`src/sv/fdem_pkg.sv`:
```
// ============================================================================
// fdem_pkg
// Shared types, codes and helpers for the FAT directory entry matcher.
// ============================================================================
`default_nettype none

package fdem_pkg;

    localparam int unsigned ENTRY_LEN = 32;
    localparam int unsigned NAME_LEN  = 11;
    localparam int unsigned POS_W     = $clog2(ENTRY_LEN);

    localparam logic [7:0] MARK_END     = 8'h00;
    localparam logic [7:0] MARK_DELETED = 8'hE5;
    localparam logic [7:0] ATTR_VOLID   = 8'h08;

    localparam logic [POS_W-1:0] POS_ATTR    = POS_W'(NAME_LEN);
    localparam logic [POS_W-1:0] POS_CLU_HI0 = POS_W'(20);
    localparam logic [POS_W-1:0] POS_CLU_HI1 = POS_W'(21);
    localparam logic [POS_W-1:0] POS_CLU_LO0 = POS_W'(26);
    localparam logic [POS_W-1:0] POS_CLU_LO1 = POS_W'(27);
    localparam logic [POS_W-1:0] POS_SIZE0   = POS_W'(28);
    localparam logic [POS_W-1:0] POS_LAST    = POS_W'(ENTRY_LEN - 1);

    // configuration register indexes
    localparam logic CFG_TARGET_NAME = 1'b0;
    localparam logic CFG_TARGET_EXT  = 1'b1;

    typedef enum logic [1:0] {
        STATUS_FOUND    = 2'd0,
        STATUS_END_MARK = 2'd1,
        STATUS_NO_MATCH = 2'd2
    } status_t;

    // one result item
    typedef struct packed {
        logic        valid;
        status_t     status;
        logic [31:0] start_cluster;
        logic [31:0] file_length;
    } result_t;

    // scanner state seen from outside (checks only)
    typedef struct packed {
        logic             search_over;
        logic [POS_W-1:0] byte_position;
    } scan_status_t;

    // target name byte k of the 8.3 name, k below NAME_LEN
    function automatic logic [7:0] name_byte(input logic [63:0] name,
                                             input logic [23:0] ext,
                                             input logic [3:0]  k);
        logic [7:0] b;
        b = 8'h00;
        case (k)
            4'd0:    b = name[7:0];
            4'd1:    b = name[15:8];
            4'd2:    b = name[23:16];
            4'd3:    b = name[31:24];
            4'd4:    b = name[39:32];
            4'd5:    b = name[47:40];
            4'd6:    b = name[55:48];
            4'd7:    b = name[63:56];
            4'd8:    b = ext[7:0];
            4'd9:    b = ext[15:8];
            4'd10:   b = ext[23:16];
            default: b = 8'h00;
        endcase
        return b;
    endfunction

endpackage

`default_nettype wire

```
`src/sv/fdem_scan.sv`:
```
// ============================================================================
// fdem_scan
// Entry scanner: holds the per-entry state and forms the result of one byte.
// ============================================================================
`default_nettype none

module fdem_scan
    import fdem_pkg::*;
(
    input  wire logic         aclk,
    input  wire logic         aresetn,
    input  wire logic         step,        // byte in the input register is consumed
    input  wire logic [7:0]   dir_byte,
    input  wire logic         stream_end,
    input  wire logic [63:0]  target_name,
    input  wire logic [23:0]  target_ext,
    output result_t           result,
    output scan_status_t      scan_status
);

    logic [POS_W-1:0] byte_position_reg, byte_position_next;
    logic             name_mismatch_reg, name_mismatch_next;
    logic             entry_skipped_reg, entry_skipped_next;
    logic [15:0]      cluster_high_reg, cluster_high_next;
    logic [15:0]      cluster_low_reg, cluster_low_next;
    logic [31:0]      size_bytes_reg, size_bytes_next;
    logic             search_over_reg, search_over_next;

    logic pos_zero;
    logic in_name;

    assign pos_zero = (byte_position_reg == '0);
    assign in_name  = (byte_position_reg < POS_W'(NAME_LEN));

    always_comb begin
        byte_position_next = byte_position_reg;
        name_mismatch_next = name_mismatch_reg;
        entry_skipped_next = entry_skipped_reg;
        cluster_high_next  = cluster_high_reg;
        cluster_low_next   = cluster_low_reg;
        size_bytes_next    = size_bytes_reg;
        search_over_next   = search_over_reg;
        result             = '0;

        if (step && !search_over_reg) begin
            if (pos_zero) begin
                name_mismatch_next = 1'b0;
                entry_skipped_next = 1'b0;
            end
            if (pos_zero && dir_byte == MARK_END) begin
                result.valid     = 1'b1;
                result.status    = STATUS_END_MARK;
                search_over_next = 1'b1;
            end else begin
                if (pos_zero && dir_byte == MARK_DELETED) begin
                    entry_skipped_next = 1'b1;
                end
                if (in_name && dir_byte != name_byte(target_name, target_ext,
                                                     byte_position_reg[3:0])) begin
                    name_mismatch_next = 1'b1;
                end
                if (byte_position_reg == POS_ATTR && (dir_byte & ATTR_VOLID) != 8'h00) begin
                    entry_skipped_next = 1'b1;
                end
                if (byte_position_reg == POS_CLU_HI0 || byte_position_reg == POS_CLU_HI1) begin
                    cluster_high_next = {dir_byte, cluster_high_reg[15:8]};
                end
                if (byte_position_reg == POS_CLU_LO0 || byte_position_reg == POS_CLU_LO1) begin
                    cluster_low_next = {dir_byte, cluster_low_reg[15:8]};
                end
                if (byte_position_reg >= POS_SIZE0) begin
                    size_bytes_next = {dir_byte, size_bytes_reg[31:8]};
                end
                if (byte_position_reg == POS_LAST && !entry_skipped_next
                        && !name_mismatch_next) begin
                    result.valid         = 1'b1;
                    result.status        = STATUS_FOUND;
                    result.start_cluster = {cluster_high_next, cluster_low_next};
                    result.file_length   = size_bytes_next;
                    search_over_next     = 1'b1;
                end
                // wraps to zero after the last byte of an entry
                byte_position_next = byte_position_reg + POS_W'(1);
            end
        end

        if (step && stream_end) begin
            if (!result.valid && !search_over_reg) begin
                result.valid  = 1'b1;
                result.status = STATUS_NO_MATCH;
            end
            byte_position_next = '0;
            name_mismatch_next = 1'b0;
            entry_skipped_next = 1'b0;
            cluster_high_next  = '0;
            cluster_low_next   = '0;
            size_bytes_next    = '0;
            search_over_next   = 1'b0;
        end
    end

    always_ff @(posedge aclk) begin
        if (!aresetn) begin
            byte_position_reg <= '0;
            name_mismatch_reg <= 1'b0;
            entry_skipped_reg <= 1'b0;
            cluster_high_reg  <= '0;
            cluster_low_reg   <= '0;
            size_bytes_reg    <= '0;
            search_over_reg   <= 1'b0;
        end else begin
            byte_position_reg <= byte_position_next;
            name_mismatch_reg <= name_mismatch_next;
            entry_skipped_reg <= entry_skipped_next;
            cluster_high_reg  <= cluster_high_next;
            cluster_low_reg   <= cluster_low_next;
            size_bytes_reg    <= size_bytes_next;
            search_over_reg   <= search_over_next;
        end
    end

    assign scan_status.search_over   = search_over_reg;
    assign scan_status.byte_position = byte_position_reg;

endmodule

`default_nettype wire

```
`src/sv/fat_directory_entry_matcher.sv`:
```
// ============================================================================
// fat_directory_entry_matcher
// Looks up an 8.3 name in a stream of FAT directory bytes.
// ============================================================================
// The block takes one directory byte per item and one item per clock cycle
// unless m_tready stalls the result register. Each byte passes an input
// register, the entry scanner and a result register; the result register
// loads as the byte in the input register steps through the scanner.
// The byte that completes a matching 32-byte
// entry gives "found" with the cluster and size, a zero first byte of an
// entry gives "end of directory", and s_tlast with no earlier result gives
// "not found". After a result, bytes are dropped until s_tlast, which rearms
// the scan. The two pipeline registers advance together whenever the result
// register is empty or being read, so a stall on m_tready holds the input side
// in the same cycle. Write target_name and target_ext only while no item is
// in flight.
// ============================================================================
`default_nettype none

module fat_directory_entry_matcher
    import fdem_pkg::*;
(
    input  wire logic        aclk,
    input  wire logic        aresetn,

    // configuration write port
    input  wire logic        cfg_wr_en,
    input  wire logic        cfg_index,     // 0 target_name, 1 target_ext
    input  wire logic [63:0] cfg_wdata,

    // directory bytes
    input  wire logic        s_tvalid,
    output logic             s_tready,
    input  wire logic [7:0]  s_tdata,       // [7:0] dir_byte
    input  wire logic        s_tlast,       // stream_end

    // lookup result
    output logic             m_tvalid,
    input  wire logic        m_tready,
    output logic [63:0]      m_tdata,       // [31:0] start cluster, [63:32] file length
    output logic [1:0]       m_tuser        // [1:0] status
);

    // ---- configuration ------------------------------------------------------
    logic [63:0] target_name_reg;
    logic [23:0] target_ext_reg;

    always_ff @(posedge aclk) begin
        if (!aresetn) begin
            target_name_reg <= 64'h2020_2020_2020_2020;   // eight spaces
            target_ext_reg  <= 24'h20_2020;               // three spaces
        end else if (cfg_wr_en) begin
            case (cfg_index)
                CFG_TARGET_NAME: target_name_reg <= cfg_wdata;
                CFG_TARGET_EXT:  target_ext_reg  <= cfg_wdata[23:0];
                default:         target_name_reg <= target_name_reg;
            endcase
        end
    end

    // ---- pipeline control ---------------------------------------------------
    logic advance;      // both stages move this cycle
    logic step;         // byte in the input register goes through the scanner

    logic       in_valid_reg, in_valid_next;
    logic [7:0] in_byte_reg;
    logic       in_last_reg;

    result_t    out_reg, out_next;
    logic       out_valid_reg, out_valid_next;

    assign advance  = !out_valid_reg || m_tready;
    assign s_tready = !in_valid_reg || advance;
    assign step     = in_valid_reg && advance;

    // ---- input register -----------------------------------------------------
    always_comb begin
        in_valid_next = in_valid_reg;
        if (s_tready) begin
            in_valid_next = s_tvalid;
        end
    end

    always_ff @(posedge aclk) begin
        if (!aresetn) begin
            in_valid_reg <= 1'b0;
        end else begin
            in_valid_reg <= in_valid_next;
        end
    end

    always_ff @(posedge aclk) begin
        if (s_tvalid && s_tready) begin
            in_byte_reg <= s_tdata;
            in_last_reg <= s_tlast;
        end
    end

    // ---- entry scanner ------------------------------------------------------
    result_t      scan_result;
    scan_status_t scan_status;

    fdem_scan u_scan (
        .aclk        (aclk),
        .aresetn     (aresetn),
        .step        (step),
        .dir_byte    (in_byte_reg),
        .stream_end  (in_last_reg),
        .target_name (target_name_reg),
        .target_ext  (target_ext_reg),
        .result      (scan_result),
        .scan_status (scan_status)
    );

    // ---- result register ----------------------------------------------------
    always_comb begin
        out_valid_next = out_valid_reg;
        out_next       = out_reg;
        if (advance) begin
            out_valid_next = step && scan_result.valid;
            out_next       = scan_result;
        end
    end

    always_ff @(posedge aclk) begin
        if (!aresetn) begin
            out_valid_reg <= 1'b0;
        end else begin
            out_valid_reg <= out_valid_next;
        end
    end

    always_ff @(posedge aclk) begin
        out_reg <= out_next;
    end

    assign m_tvalid = out_valid_reg;
    assign m_tdata  = {out_reg.file_length, out_reg.start_cluster};
    assign m_tuser  = out_reg.status;

`ifndef SYNTHESIS
    // stream end rearms the scan
    assert property (@(posedge aclk) disable iff (!aresetn)
        step && in_last_reg |=> !scan_status.search_over && scan_status.byte_position == '0)
        else $error("scan not rearmed after stream end");

    // once a result is given, only stream end can produce another one
    assert property (@(posedge aclk) disable iff (!aresetn)
        step && scan_status.search_over && !in_last_reg |-> !scan_result.valid)
        else $error("result given while search is over");

    // end-of-directory only at the first byte of an entry
    assert property (@(posedge aclk) disable iff (!aresetn)
        step && scan_result.valid && scan_result.status == STATUS_END_MARK
            |-> scan_status.byte_position == '0)
        else $error("end marker outside entry offset zero");

    // non-found results carry zero cluster and size
    assert property (@(posedge aclk) disable iff (!aresetn)
        m_tvalid && m_tuser != STATUS_FOUND |-> m_tdata == '0)
        else $error("payload not zero on a non-found result");
`endif

endmodule

`default_nettype wire
```
`config.mk`:
```
export PLATFORM = sky130hd
export DESIGN_NAME = fat_directory_entry_matcher
export DESIGN_NICKNAME = d
export VERILOG_FILES = /design/src/sv/fdem_pkg.sv /design/src/sv/fdem_scan.sv /design/src/sv/fat_directory_entry_matcher.sv
export SDC_FILE = /design/constraint.sdc
export NUM_CORES = 1
export LEC_CHECK = 0
export BUFFER_PORTS_ARGS = -buffer_cell sky130_fd_sc_hd__clkbuf_2
export CAP_MARGIN = 40
export CORE_MARGIN = 2
export CORE_UTILIZATION = 60
export CTS_CLUSTER_SIZE = 24
export DETAILED_ROUTE_END_ITERATION = 7
export PLACE_DENSITY = 0.91
export SETUP_SLACK_MARGIN = 0.1
export SYNTH_ARGS = -nofsm -noshare
export SYNTH_HDL_FRONTEND = slang
export SYNTH_SLANG_ARGS = --single-unit
```
`constraint.sdc`:
```
create_clock -name aclk -period 8.5 [get_ports aclk]
set_input_delay 0.85 -clock aclk [delete_from_list [all_inputs] [get_ports aclk]]
set_output_delay 0.85 -clock aclk [all_outputs]
set_load 0.02 [all_outputs]
```
==> Word level (Yosys, flattened, before mapping) <==
Index checks and enable logic that the tools add are counted.
{ "totals": {"regBits": 237, "in_bits": 79, "out_inout_bits": 68, "elab_cells": 99} }
{ "classes": {"n_addsub": 1, "magnitude_cmp": 2, "n_eq_ne": 18, "mux": 25, "n_bitwise": 5, "n_reduce_logical": 32} }
{ "op_table": {"columns": ["cell", "n"], "rows": [
  ["2-to-1 mux 67 bit", 2],
  ["one-hot mux 8 bit (11 select lines)", 1],
  ["2-to-1 mux 64 bit", 1],
  ["2-to-1 mux 16 bit", 2],
  ["2-to-1 mux 32 bit", 1],
  ["equality test 5 bit, second input constant", 5],
  ["equality test 4 x 3 -> 1 bit, second input constant", 4],
  ["2-to-1 mux 8 bit", 2],
  ["2-to-1 mux 1 bit", 13],
  ["equality test 4 bit, second input constant", 3],
  ["logical AND 1 bit", 12],
  ["2-to-1 mux 3 bit", 3],
  ["equality test 4 x 2 -> 1 bit, second input constant", 2],
  ["equality test 8 bit, second input constant", 1],
  ["logical NOT 8 bit", 1],
  ["inequality test 8 bit", 1],
  ["AND reduction 2 bit", 4],
  ["logical NOT 1 bit", 6],
  ["adder 5 x 1 -> 5 bit, second input constant", 1],
  ["equality test 5 x 4 -> 1 bit, second input constant", 1],
  [">= comparator 5 bit, second input constant", 1],
  ["logical NOT 5 bit", 1],
  ["< comparator 5 x 4 -> 1 bit, second input constant", 1],
  ["inverter 1 bit", 5],
  ["other kinds (6)", 9]
]} }

==> Longest topological paths before layout <==
Gate-level depths: netlist of the first run.
{ "depth": {"word_depth": 20, "depth_mapped": 13, "ltp_nobuf": 9} }

==> By module <==
From an unflattened synthesis of the first run, not the netlist that was laid out.
{ "hier_totals": {"hier_cells": 1143, "hier_area_um2": 10631.4} }
{ "by_module_without_submodules": {"columns": ["module", "instances", "cells_each", "area_each_um2"], "rows": [
  ["fat_directory_entry_matcher", 1, 448, 5825.6],
  ["fdem_scan", 1, 695, 4805.9]
]} }

==> Worst setup path before layout of the first run <==
OpenSTA, ideal clock, no wires.
{ "synth_timing": {"path_type": "input port to flip-flop", "from": "input m_tready", "to": "register u_scan.cluster_high_reg[14]", "arrival_time_ps": 3840, "slack_ps": 4590, "cell_stages": 9, "path_buffers": 2, "cell_sequence": "nor2b_1 > inv_1 > and2_1 > clkbuf_1 > nand2_1 > nor3_1 > clkbuf_1 > nand2_1 > a21oi_1"} }
{ "synth_via": {"elab_chain_cells": 4, "elab_cells_between_ends": 6} }
{ "synth_rtl": {"columns": ["element", "line", "rtl"], "rows": [
  ["start, declared", "fat_directory_entry_matcher.sv:39", "input wire logic m_tready,"],
  ["logical OR 1 bit (*)", "fat_directory_entry_matcher.sv:72", "assign advance = !out_valid_reg || m_tready;"],
  ["via advance", "fat_directory_entry_matcher.sv:62", "logic advance;"],
  ["logical AND 1 bit (*)", "fat_directory_entry_matcher.sv:74", "assign step = in_valid_reg && advance;"],
  ["logical AND 1 bit (on tied branches)", "fdem_scan.sv:45, fdem_scan.sv:87", null],
  ["AND reduction 2 bit (no line) or OR reduction 2 bit (tied branches)", null, null],
  ["end signal, assigned", "fdem_scan.sv:115", "cluster_high_reg <= cluster_high_next;"],
  ["end, declared", "fdem_scan.sv:24", "logic [15:0] cluster_high_reg, cluster_high_next;"]
]} }
The timed path passes the listed nets; every way through them passes the cells marked *.
A chain may end at the register's enable or synchronous reset.

==> Final worst setup path of the first run <==
{ "layout_timing": {"from": "register u_scan.byte_position_reg[3]", "to": "register out_reg (netlist bit m_tdata[27]) (data pin)"} }
{ "layout_via": {"elab_chain_cells": 13, "elab_cells_between_ends": 42} }
{ "layout_rtl": {"columns": ["element", "line", "rtl"], "rows": [
  ["start, declared", "fdem_scan.sv:21", "logic [POS_W-1:0] byte_position_reg, byte_position_next;"],
  ["start signal, assigned", "fdem_scan.sv:112", "byte_position_reg <= byte_position_next;"],
  ["equality test 4 bit, or another cell as far along", "fdem_pkg.sv:55", "case (k)"],
  ["one-hot mux 8 bit (11 select lines)", "fdem_pkg.sv:55", null],
  ["2-to-1 mux 8 bit", "fdem_scan.sv:50", "if (pos_zero && dir_byte == MARK_END) begin"],
  ["2-to-1 mux 8 bit", "fdem_scan.sv:45", "if (step && !search_over_reg) begin"],
  ["inequality test 8 bit", "fdem_scan.sv:58", "if (in_name && dir_byte != name_byte(target_name, target_ext,"],
  ["logical AND 1 bit", "fdem_scan.sv:58", null],
  ["2-to-1 mux 1 bit", "fdem_scan.sv:58", null],
  ["2-to-1 mux 1 bit", "fdem_scan.sv:50", null],
  ["2-to-1 mux 1 bit", "fdem_scan.sv:45", null],
  ["logical NOT 1 bit", "fdem_scan.sv:75", "&& !name_mismatch_next) begin"],
  ["logical AND 1 bit", "fdem_scan.sv:75", null],
  ["inverter 1 bit (no line)", null, null],
  ["OR reduction 3 bit (no line)", null, null],
  ["end signal, assigned", "fat_directory_entry_matcher.sv:134", "out_reg <= out_next;"],
  ["end, declared", "fat_directory_entry_matcher.sv:69", "result_t out_reg, out_next;"]
]} }
Parallel ways exist; a longest one is shown, timed or not. The select of a mux whose other input is x is not followed.

==> results of run 1 <==
[stage by stage]
step                setup slack (ps)  total power (µW)
floorplan                       4590              1330
detailed placement              4850              1390
finish                          4650              2520
global placement                4750              1380
global route                    4550              2590
CTS                             4830              2530
[cells in the mapped netlist (4+ instances only)]
| library cell | n | area, µm² |
|---|---|---|
| nand2_1 | 328 | 1230 |
| dfxtp_1 | 162 | 3240 |
| a21boi_0 | 80 | 601 |
| edfxtp_1 | 75 | 2250 |
| a21oi_1 | 74 | 370 |
| clkbuf_1 | 72 | 270 |
| mux2i_1 | 61 | 611 |
| nor3_1 | 39 | 195 |
| nor3_2 | 30 | 300 |
| a22oi_1 | 21 | 158 |
| nand3_1 | 16 | 80.1 |
| nor2_1 | 15 | 56.3 |
| buf_2 | 11 | 55.1 |
| inv_1 | 7 | 26.3 |
| nor2b_1 | 7 | 43.8 |
| a221oi_1 | 6 | 52.6 |
| buf_6 | 6 | 67.6 |
| xnor2_1 | 6 | 52.6 |
| a311oi_1 | 5 | 43.8 |
| a31oi_1 | 5 | 31.3 |
| ha_1 | 5 | 62.6 |
| nand2b_1 | 5 | 31.3 |
| a22o_1 | 4 | 35.0 |
| o21ai_0 | 4 | 20.0 |
[cell type report]
cell class,count,share of cell area
multi-input cells,760,0.368
flip-flops and latches,237,0.459
well taps,220,0.0230
clock buffers,33,0.0607
repair buffers,161,0.0730
inverters,8,0.00251
clock inverters,11,0.0136
[layer usage]
| layer | share of wire | up-vias | global-route usage |
|---|---|---|---|
| met4 | 0.034 | 0 | 0.109 |
| met3 | 0.088 | 67 | 0.0405 |
| li1 | - | 4008 | - |
| met5 | 0 | - | 0 |
| met1 | 0.40 | 4023 | 0.380 |
| met2 | 0.48 | 491 | 0.463 |
[worst max-delay path: cells and delay by family, from the launching register on]
kind | cells | cell delay, ps
and+or+nand+nor | 4 | 1500
DFF | 1 | 980
AOI/OAI and AO/OA | 3 | 770
buffers and inverters | 1 | 360
[worst min path at each step]
stage                                     startpoint                    endpoint  slack [ps]
after global routing       u_scan.cluster_low_reg[5]   u_scan.cluster_low_reg[5]         480
after CTS                  u_scan.cluster_low_reg[3]   u_scan.cluster_low_reg[3]         460
after global placement    u_scan.cluster_high_reg[4]  u_scan.cluster_high_reg[4]         440
after floorplan           u_scan.cluster_high_reg[0]  u_scan.cluster_high_reg[0]         440
final                       u_scan.size_bytes_reg[7]    u_scan.size_bytes_reg[7]         460
after detailed placement   u_scan.cluster_low_reg[3]   u_scan.cluster_low_reg[3]         450
[power breakdown]
group,internal [µW],switching [µW]
logic,53.1,93.8
clock network,720,435
registers,1190,25.7
[cells in the final DEF (no fill, tap or decap), types with 21 or more instances in the layout]
cell type	count
a22oi_1	21
edfxtp_1	75
a21oi_1	74
nand2_1	326
clkbuf_2	146
a21boi_0	80
mux2i_1	61
nor3_2	30
dfxtp_1	162
nor3_1	39
clkbuf_16	26
[kinds of logic (layout without fill, tap and decap cells)]
group	count (synthesis)	count (layout)	share of synthesized area
AOI/OAI and AO/OA	230	230	0.154
xor gates and xnor gates	6	6	0.00510
adders and majority gates	5	5	0.00607
buffers and inverters	100	213	0.0425
DFF	237	237	0.533
muxes	61	61	0.0592
and+or+nand+nor	458	458	0.200
==> PnR_summary.wiki, run 1 <==
{| class="wikitable"
! Metric !! Value
|-
| Run status || completed
|-
| Share of the core filled with cells || 0.717
|-
| Clock skew after layout || 18.0 ps
|-
| Maximum clock frequency || 260 MHz
|-
| Setup repair after global routing missed its margin || false
|-
| Cell area after synthesis || 10300 µm²
|-
| Count of endpoints failing setup in the final report || 0
|-
| Clock tree root driver cell || clkbuf_16
|-
| Avg Synthesized Cell Area || 9.40 µm²
|-
| Largest net degree at the start of global routing || 92
|-
| Post-Synthesis Net Count || roughly 1.2k
|-
| Antenna-violating nets left || 0
|-
| Part of the cycle the worst path needs || 0.453
|-
| Worst hold slack || 455 ps
|-
| Fin. max-slew vios || 0
|-
| Clock latency at the later pin of the worst-skew pair || 520 ps
|-
| Required time worst endpoint || 8830 ps
|-
| R2r startpoint || u_scan.byte_position_reg[3]
|-
| Setup crit end kind || flip-flop
|-
| HPWL after DPL || 16200 µm
|-
| Total gr overflow || 0
|-
| Htree depth || 1
|-
| Die boundary width || 135 µm
|-
| Number of sinks driven by the clock tree || 237
|-
| Worst flop-to-flop path endpoint || m_tdata[27]
|-
| Post-cts hold buffer count || 0
|-
| Critical Path Start Type || flip-flop
|-
| Post-synth top flop || dfxtp_1
|-
| Diodes inserted || 0
|-
| Maximum ir drop on the vdd rail || 138 µV
|-
| Final min period || around 3900 ps
|-
| Routed wire length per instance || roughly 18 µm
|-
| Initial DRC Count || 997
|-
| Final hold violations || 0
|-
| Type of the worst setup path || flip-flop to flip-flop
|-
| Pwr/cell area || 211 nW/µm²
|-
| Placement Cell Area || 11100 µm²
|-
| DIE AREA || 18300 µm²
|-
| DR vias/cell || 6.01
|-
| Overall routing resource usage || 0.282
|-
| Buffers inserted by post-CTS timing repair || 0
|-
| Total length of routed wires || 26000 µm
|-
| Drc violations || 0
|-
| Core area || approximately 17000 µm²
|-
| Number of input and output port buffers inserted || 146
|-
| Launching element of the worst setup path || u_scan.byte_position_reg[3]
|-
| Cell Count, Final, Fillers Out || 1430
|-
| Clock transition at the registers of the reported paths || approximately 60 ps
|-
| Area Growth Syn to Fin || 16.1%
|-
| Maximum number of buffers from clock root to sink || 3
|-
| Via count of the first global-routing pass || 8209
|-
| Cell count after placement || around 1.4k
|-
| Number of search-and-repair iterations in the first detailed-routing pass || 8
|-
| Synthesized instance count || 1097
|-
| Proportion of register bits with asynchronous set or reset after synthesis || 0
|-
| Total number of yosys warnings || 0
|-
| Final Cell Area || 12000 µm²
|-
| Worst-path maximum fanout || 67
|-
| CTS tree || yes
|-
| Total of cells resized after clock tree synthesis || 0
|-
| Footprint of the flip-flops and latches || roughly 5500 µm²
|-
| Hold-critical path depth || 2
|-
| Global-route wire length before repair || 41300 µm
|-
| Count of cell types in the netlist || 55
|-
| CTS buffer count || 24
|-
| Die Y-Extent || roughly 140 µm
|-
| Post-synthesis sequential element count || 237
|-
| Termination of the worst setup path || m_tdata[27]
|-
| Post-route setup TNS || 0 ps
|-
| Cell with the largest stage delay on the worst path || dfxtp_1
|-
| NumNets Final || between 1k and 1.5k
|-
| Logic depth of the worst register-to-register path || 8
|-
| Signal arrival time at the worst endpoint || 4180 ps
|-
| Layout cell share with drive strength beyond 1 || 0.204
|-
| Flop2flop setup slack || 4650 ps
|-
| Total number of placement rows || 47
|-
| Count of flip-flops with a built-in enable after synthesis || 75
|-
| Leak pwr || 0.00453 µW
|-
| Initial antenna violation count || 0
|-
| Fill count || 1131
|-
| Max incr delay on CP || 980 ps
|-
| Starting utilization of the core area || 0.617
|-
| Area of combinational cells with multiple inputs || 4410 µm²
|-
| Overall via count from detail_route || 8589
|-
| Boundary Pins || 147
|-
| Crit path cell chain || nor2b_1 -> a32oi_1 -> and4_1 -> a2111o_1 -> or3_1 -> o22a_2 -> buf_4 -> nor3_1
|-
| Proportion of synthesized chip area in sequential cells || 0.533
|-
| Placer's final routability congestion estimate || 0.930
|-
| Worst slew margin || 0.331
|-
| Measured slew at the worst slew-check pin || 1000 ps
|-
| Worst min-delay path category || flip-flop to flip-flop
|-
| Max capacitance violation total || 0
|}
No activity file was read; power rests on OpenSTA's default activity.
==> run 2: changes to the inputs <==
--- a/config.mk
+++ b/config.mk
@@ -8,10 +8,10 @@
 export BUFFER_PORTS_ARGS = -buffer_cell sky130_fd_sc_hd__clkbuf_2
 export CAP_MARGIN = 40
 export CORE_MARGIN = 2
-export CORE_UTILIZATION = 60
+export CORE_UTILIZATION = 57
 export CTS_CLUSTER_SIZE = 24
 export DETAILED_ROUTE_END_ITERATION = 7
-export PLACE_DENSITY = 0.91
+export PLACE_DENSITY = 0.87
 export SETUP_SLACK_MARGIN = 0.1
 export SYNTH_ARGS = -nofsm -noshare
 export SYNTH_HDL_FRONTEND = slang
==> constraint.sdc (replaced) <==
create_clock -name aclk -period 3.76 [get_ports aclk]
set_input_delay 0.376 -clock aclk [delete_from_list [all_inputs] [get_ports aclk]]
set_output_delay 0.376 -clock aclk [all_outputs]
set_load 0.02 [all_outputs]
==> PnR_summary.wiki, run 2 (synthesis results as in run 1) <==
{| class="wikitable"
! Metric !! Value
|-
| Launching element of the worst setup path || u_scan.byte_position_reg[1]
|-
| Type of the worst setup path || flip-flop to flip-flop
|-
| Clock latency at the later pin of the worst-skew pair || 520 ps (about the same)
|-
| Highest-count cells in the layout ignoring fill and taps || nand2_1 (326), dfxtp_1 (162), clkbuf_2 (146)
|-
| Internal power summed over all cells || 4230 µW (+110%)
|-
| Placer's final routability congestion estimate || 0.909 (-2.3%)
|-
| Source of the worst hold timing path || s_tdata[1]
|-
| Post-cts hold buffer count || 0 (unchanged)
|-
| Portion of total power attributed to sequential cells || 0.503 (+0.019)
|-
| Routed wire length per instance || 17.9 µm (-1.1%)
|-
| Die boundary width || 139 µm (+2.5%)
|-
| Maximum clock frequency || 290 MHz (+12%)
|-
| Overall routing resource usage || 0.261 (-0.0205)
|-
| HPWL after DPL || 16600 µm (+2.7%)
|-
| Pwr/cell area || 459 nW/µm² (+120%)
|-
| Top layer in use || met4
|-
| Worst flop-to-flop path endpoint || m_tdata[35]
|-
| Total gr overflow || 0 (unchanged)
|-
| Total of cells resized after clock tree synthesis || 0 (unchanged)
|-
| Drc violations || 0 (unchanged)
|-
| NetSw || 1260 µW (+130%)
|-
| Diodes inserted || 0 (unchanged)
|-
| Setup repair after global routing missed its margin || false
|-
| Clock skew after layout || 17.2 ps (-0.825 ps)
|-
| Post-route setup TNS || 0 ps (unchanged)
|-
| Clock transition at the registers of the reported paths || 70 ps (about the same)
|-
| Most frequent standard cell in the layout excluding fill and tap cells || nand2_1
|-
| Fin. max-slew vios || 0 (unchanged)
|-
| Total length of routed wires || 25900 µm (-0.11%)
|-
| Worst slew margin || 0.405 (+0.0743)
|-
| Number of input and output port buffers inserted || 146 (unchanged)
|-
| Number of sinks driven by the clock tree || 237 (unchanged)
|-
| Global-route wire length before repair || 41200 µm (-0.25%)
|-
| Number of search-and-repair iterations in the first detailed-routing pass || 6 (-2)
|-
| Maximum number of buffers from clock root to sink || 3 (unchanged)
|-
| Run status || completed
|-
| Crit path cell chain || inv_1 -> ha_1 -> buf_8 -> a22oi_1 -> a311o_1 -> and4_1 -> a2111o_1 -> or3_1 -> o22a_2 -> buf_12 -> nor3_1
|-
| Signal arrival time at the worst endpoint || 3770 ps (-410 ps)
|-
| CTS buffer count || 24 (unchanged)
|-
| Overall via count from detail_route || 8596 (+0.081%)
|-
| Comb pwr share || 0.060 (+0.002)
|-
| Boundary Pins || 147 (unchanged)
|-
| Critical Path Start Type || flip-flop
|-
| Clock network fraction of total power || 0.436 (-0.022)
|-
| Antenna-violating nets left || 0 (unchanged)
|-
| Area Growth Syn to Fin || 15.9%
|-
| Measured slew at the worst slew-check pin || 892 ps (-110 ps)
|-
| Core area || 17800 µm² (+6.8%)
|-
| DIE AREA || 19200 µm² (+5.1%)
|-
| Met1 routed wirelength after detailed routing || 10600 µm (+1.8%)
|-
| Required time worst endpoint || 4080 ps (-4750 ps)
|-
| Worst hold slack || 50.2 ps (-405 ps)
|-
| Power Total || 5490 µW (+120%)
|-
| Flop2flop setup slack || 310 ps (-4340 ps)
|-
| Final min period || 3450 ps (-404 ps)
|-
| Largest net degree at the start of global routing || 91 (-1.1%)
|-
| Met2 wire length || 12100 µm (-1.9%)
|-
| Initial antenna violation count || 0 (unchanged)
|-
| Initial DRC Count || 885 (-11%)
|-
| Share of total power consumed by net switching || 0.230 (+0.00973)
|-
| Buffers inserted by post-CTS timing repair || 0 (unchanged)
|-
| Worst min-delay path category || input port to flip-flop
|-
| Total number of placement rows || 49 (+4.3%)
|-
| Via count of the first global-routing pass || 7950 (-3.2%)
|-
| CTS tree || yes
|-
| Clock tree root driver cell || clkbuf_16
|-
| Die Y-Extent || 139 µm (+2.5%)
|-
| Logic depth of the worst register-to-register path || 11 (+3)
|-
| Termination of the worst setup path || m_tdata[35]
|-
| DR vias/cell || 5.95 (-0.96%)
|-
| Htree depth || 1 (unchanged)
|-
| Fin worst setup slack || 314 ps (-4340 ps)
|-
| Max incr delay on CP || 470 ps (-510 ps)
|-
| Starting utilization of the core area || 0.578 (-0.0394)
|-
| Final hold violations || 0 (unchanged)
|-
| Count of endpoints failing setup in the final report || 0 (unchanged)
|-
| Part of the cycle the worst path needs || 0.917 (+0.464)
|-
| Setup crit end kind || flip-flop
|-
| Leak pwr || 0.00454 µW (+0.28%)
|-
| NumNets Final || 1282 (+0.47%)
|-
| Worst-path maximum fanout || 52 (-22%)
|-
| R2r startpoint || u_scan.byte_position_reg[1]
|-
| Maximum ir drop on the vdd rail || 349 µV (+150%)
|-
| Pre-CTS setup slack || 444 ps (-4410 ps)
|-
| Cell with the largest stage delay on the worst path || ha_1
|-
| Detailed route wirelength on metal3 || 2170 µm (-5.2%)
|-
| Layout cell share with drive strength beyond 1 || 0.209 (+0.00475)
|-
| Max capacitance violation total || 0 (unchanged)
|}
[run 2: cell types whose count changed in the layout (fill, tap and decap cells not counted), sizes merged]
cell,previous run,this run
buf,15,21
clkinv,4,9
bufinv,4,1
clkinvlp,3,0
inv,8,9
[run 2: per-layer routing]
layer | up-vias | track usage
li1 | 4019 | -
met1 | 4051 | 0.354
met2 | 444 | 0.417
met3 | 82 | 0.0461
met4 | 0 | 0.111
met5 | - | 0
[run 2: area by class of cell]
type	instances	area [µm²]
Fill cell	1333	5890
Sequential cell	237	5500
Multi-Input combinational cell	760	4410
Timing Repair Buffer	167	928
Clock buffer	33	716
Tap cell	229	287
Clock inverter	11	90.1
Inverter	8	30.0
[run 2: through the flow]
step                instances  utilization  cell area, µm²
floorplan                1097            -           10300
global placement         1399        0.623           11100
detailed placement       1401        0.625           11100
CTS                      1445        0.670           12000
global route             1445        0.670           12000
finish                   1445        0.670           12000
[run 2: power groups by stage]
stage	combinational, µW	sequential [µW]	clock [µW]
floorplan	200	2800	0
detailed placement	324	2810	0
finish	332	2760	2390
CTS	327	2760	2410
global route	361	2760	2510
global placement	313	2810	0
[run 2: worst min path at each step]
| stage | to | cells after the start |
|---|---|---|
| 2_1_floorplan | u_scan.cluster_high_reg[0] | 2 |
| 3_3_place_gp | u_scan.cluster_low_reg[5] | 2 |
| 3_5_place_dp | u_scan.size_bytes_reg[5] | 2 |
| 4_1_cts | in_byte_reg[1] | 1 |
| 5_1_grt | in_byte_reg[1] | 1 |
| 6_report | in_byte_reg[1] | 1 |
[run 2: worst max-delay path, delay by kind of cell (launching register included)]
kind / cells / cell delay, ps
AOI/OAI and AO/OA: 4 / 1080
and+or+nand+nor: 3 / 770
buffers and inverters: 3 / 540
adders and majority gates: 1 / 470
DFF: 1 / 350
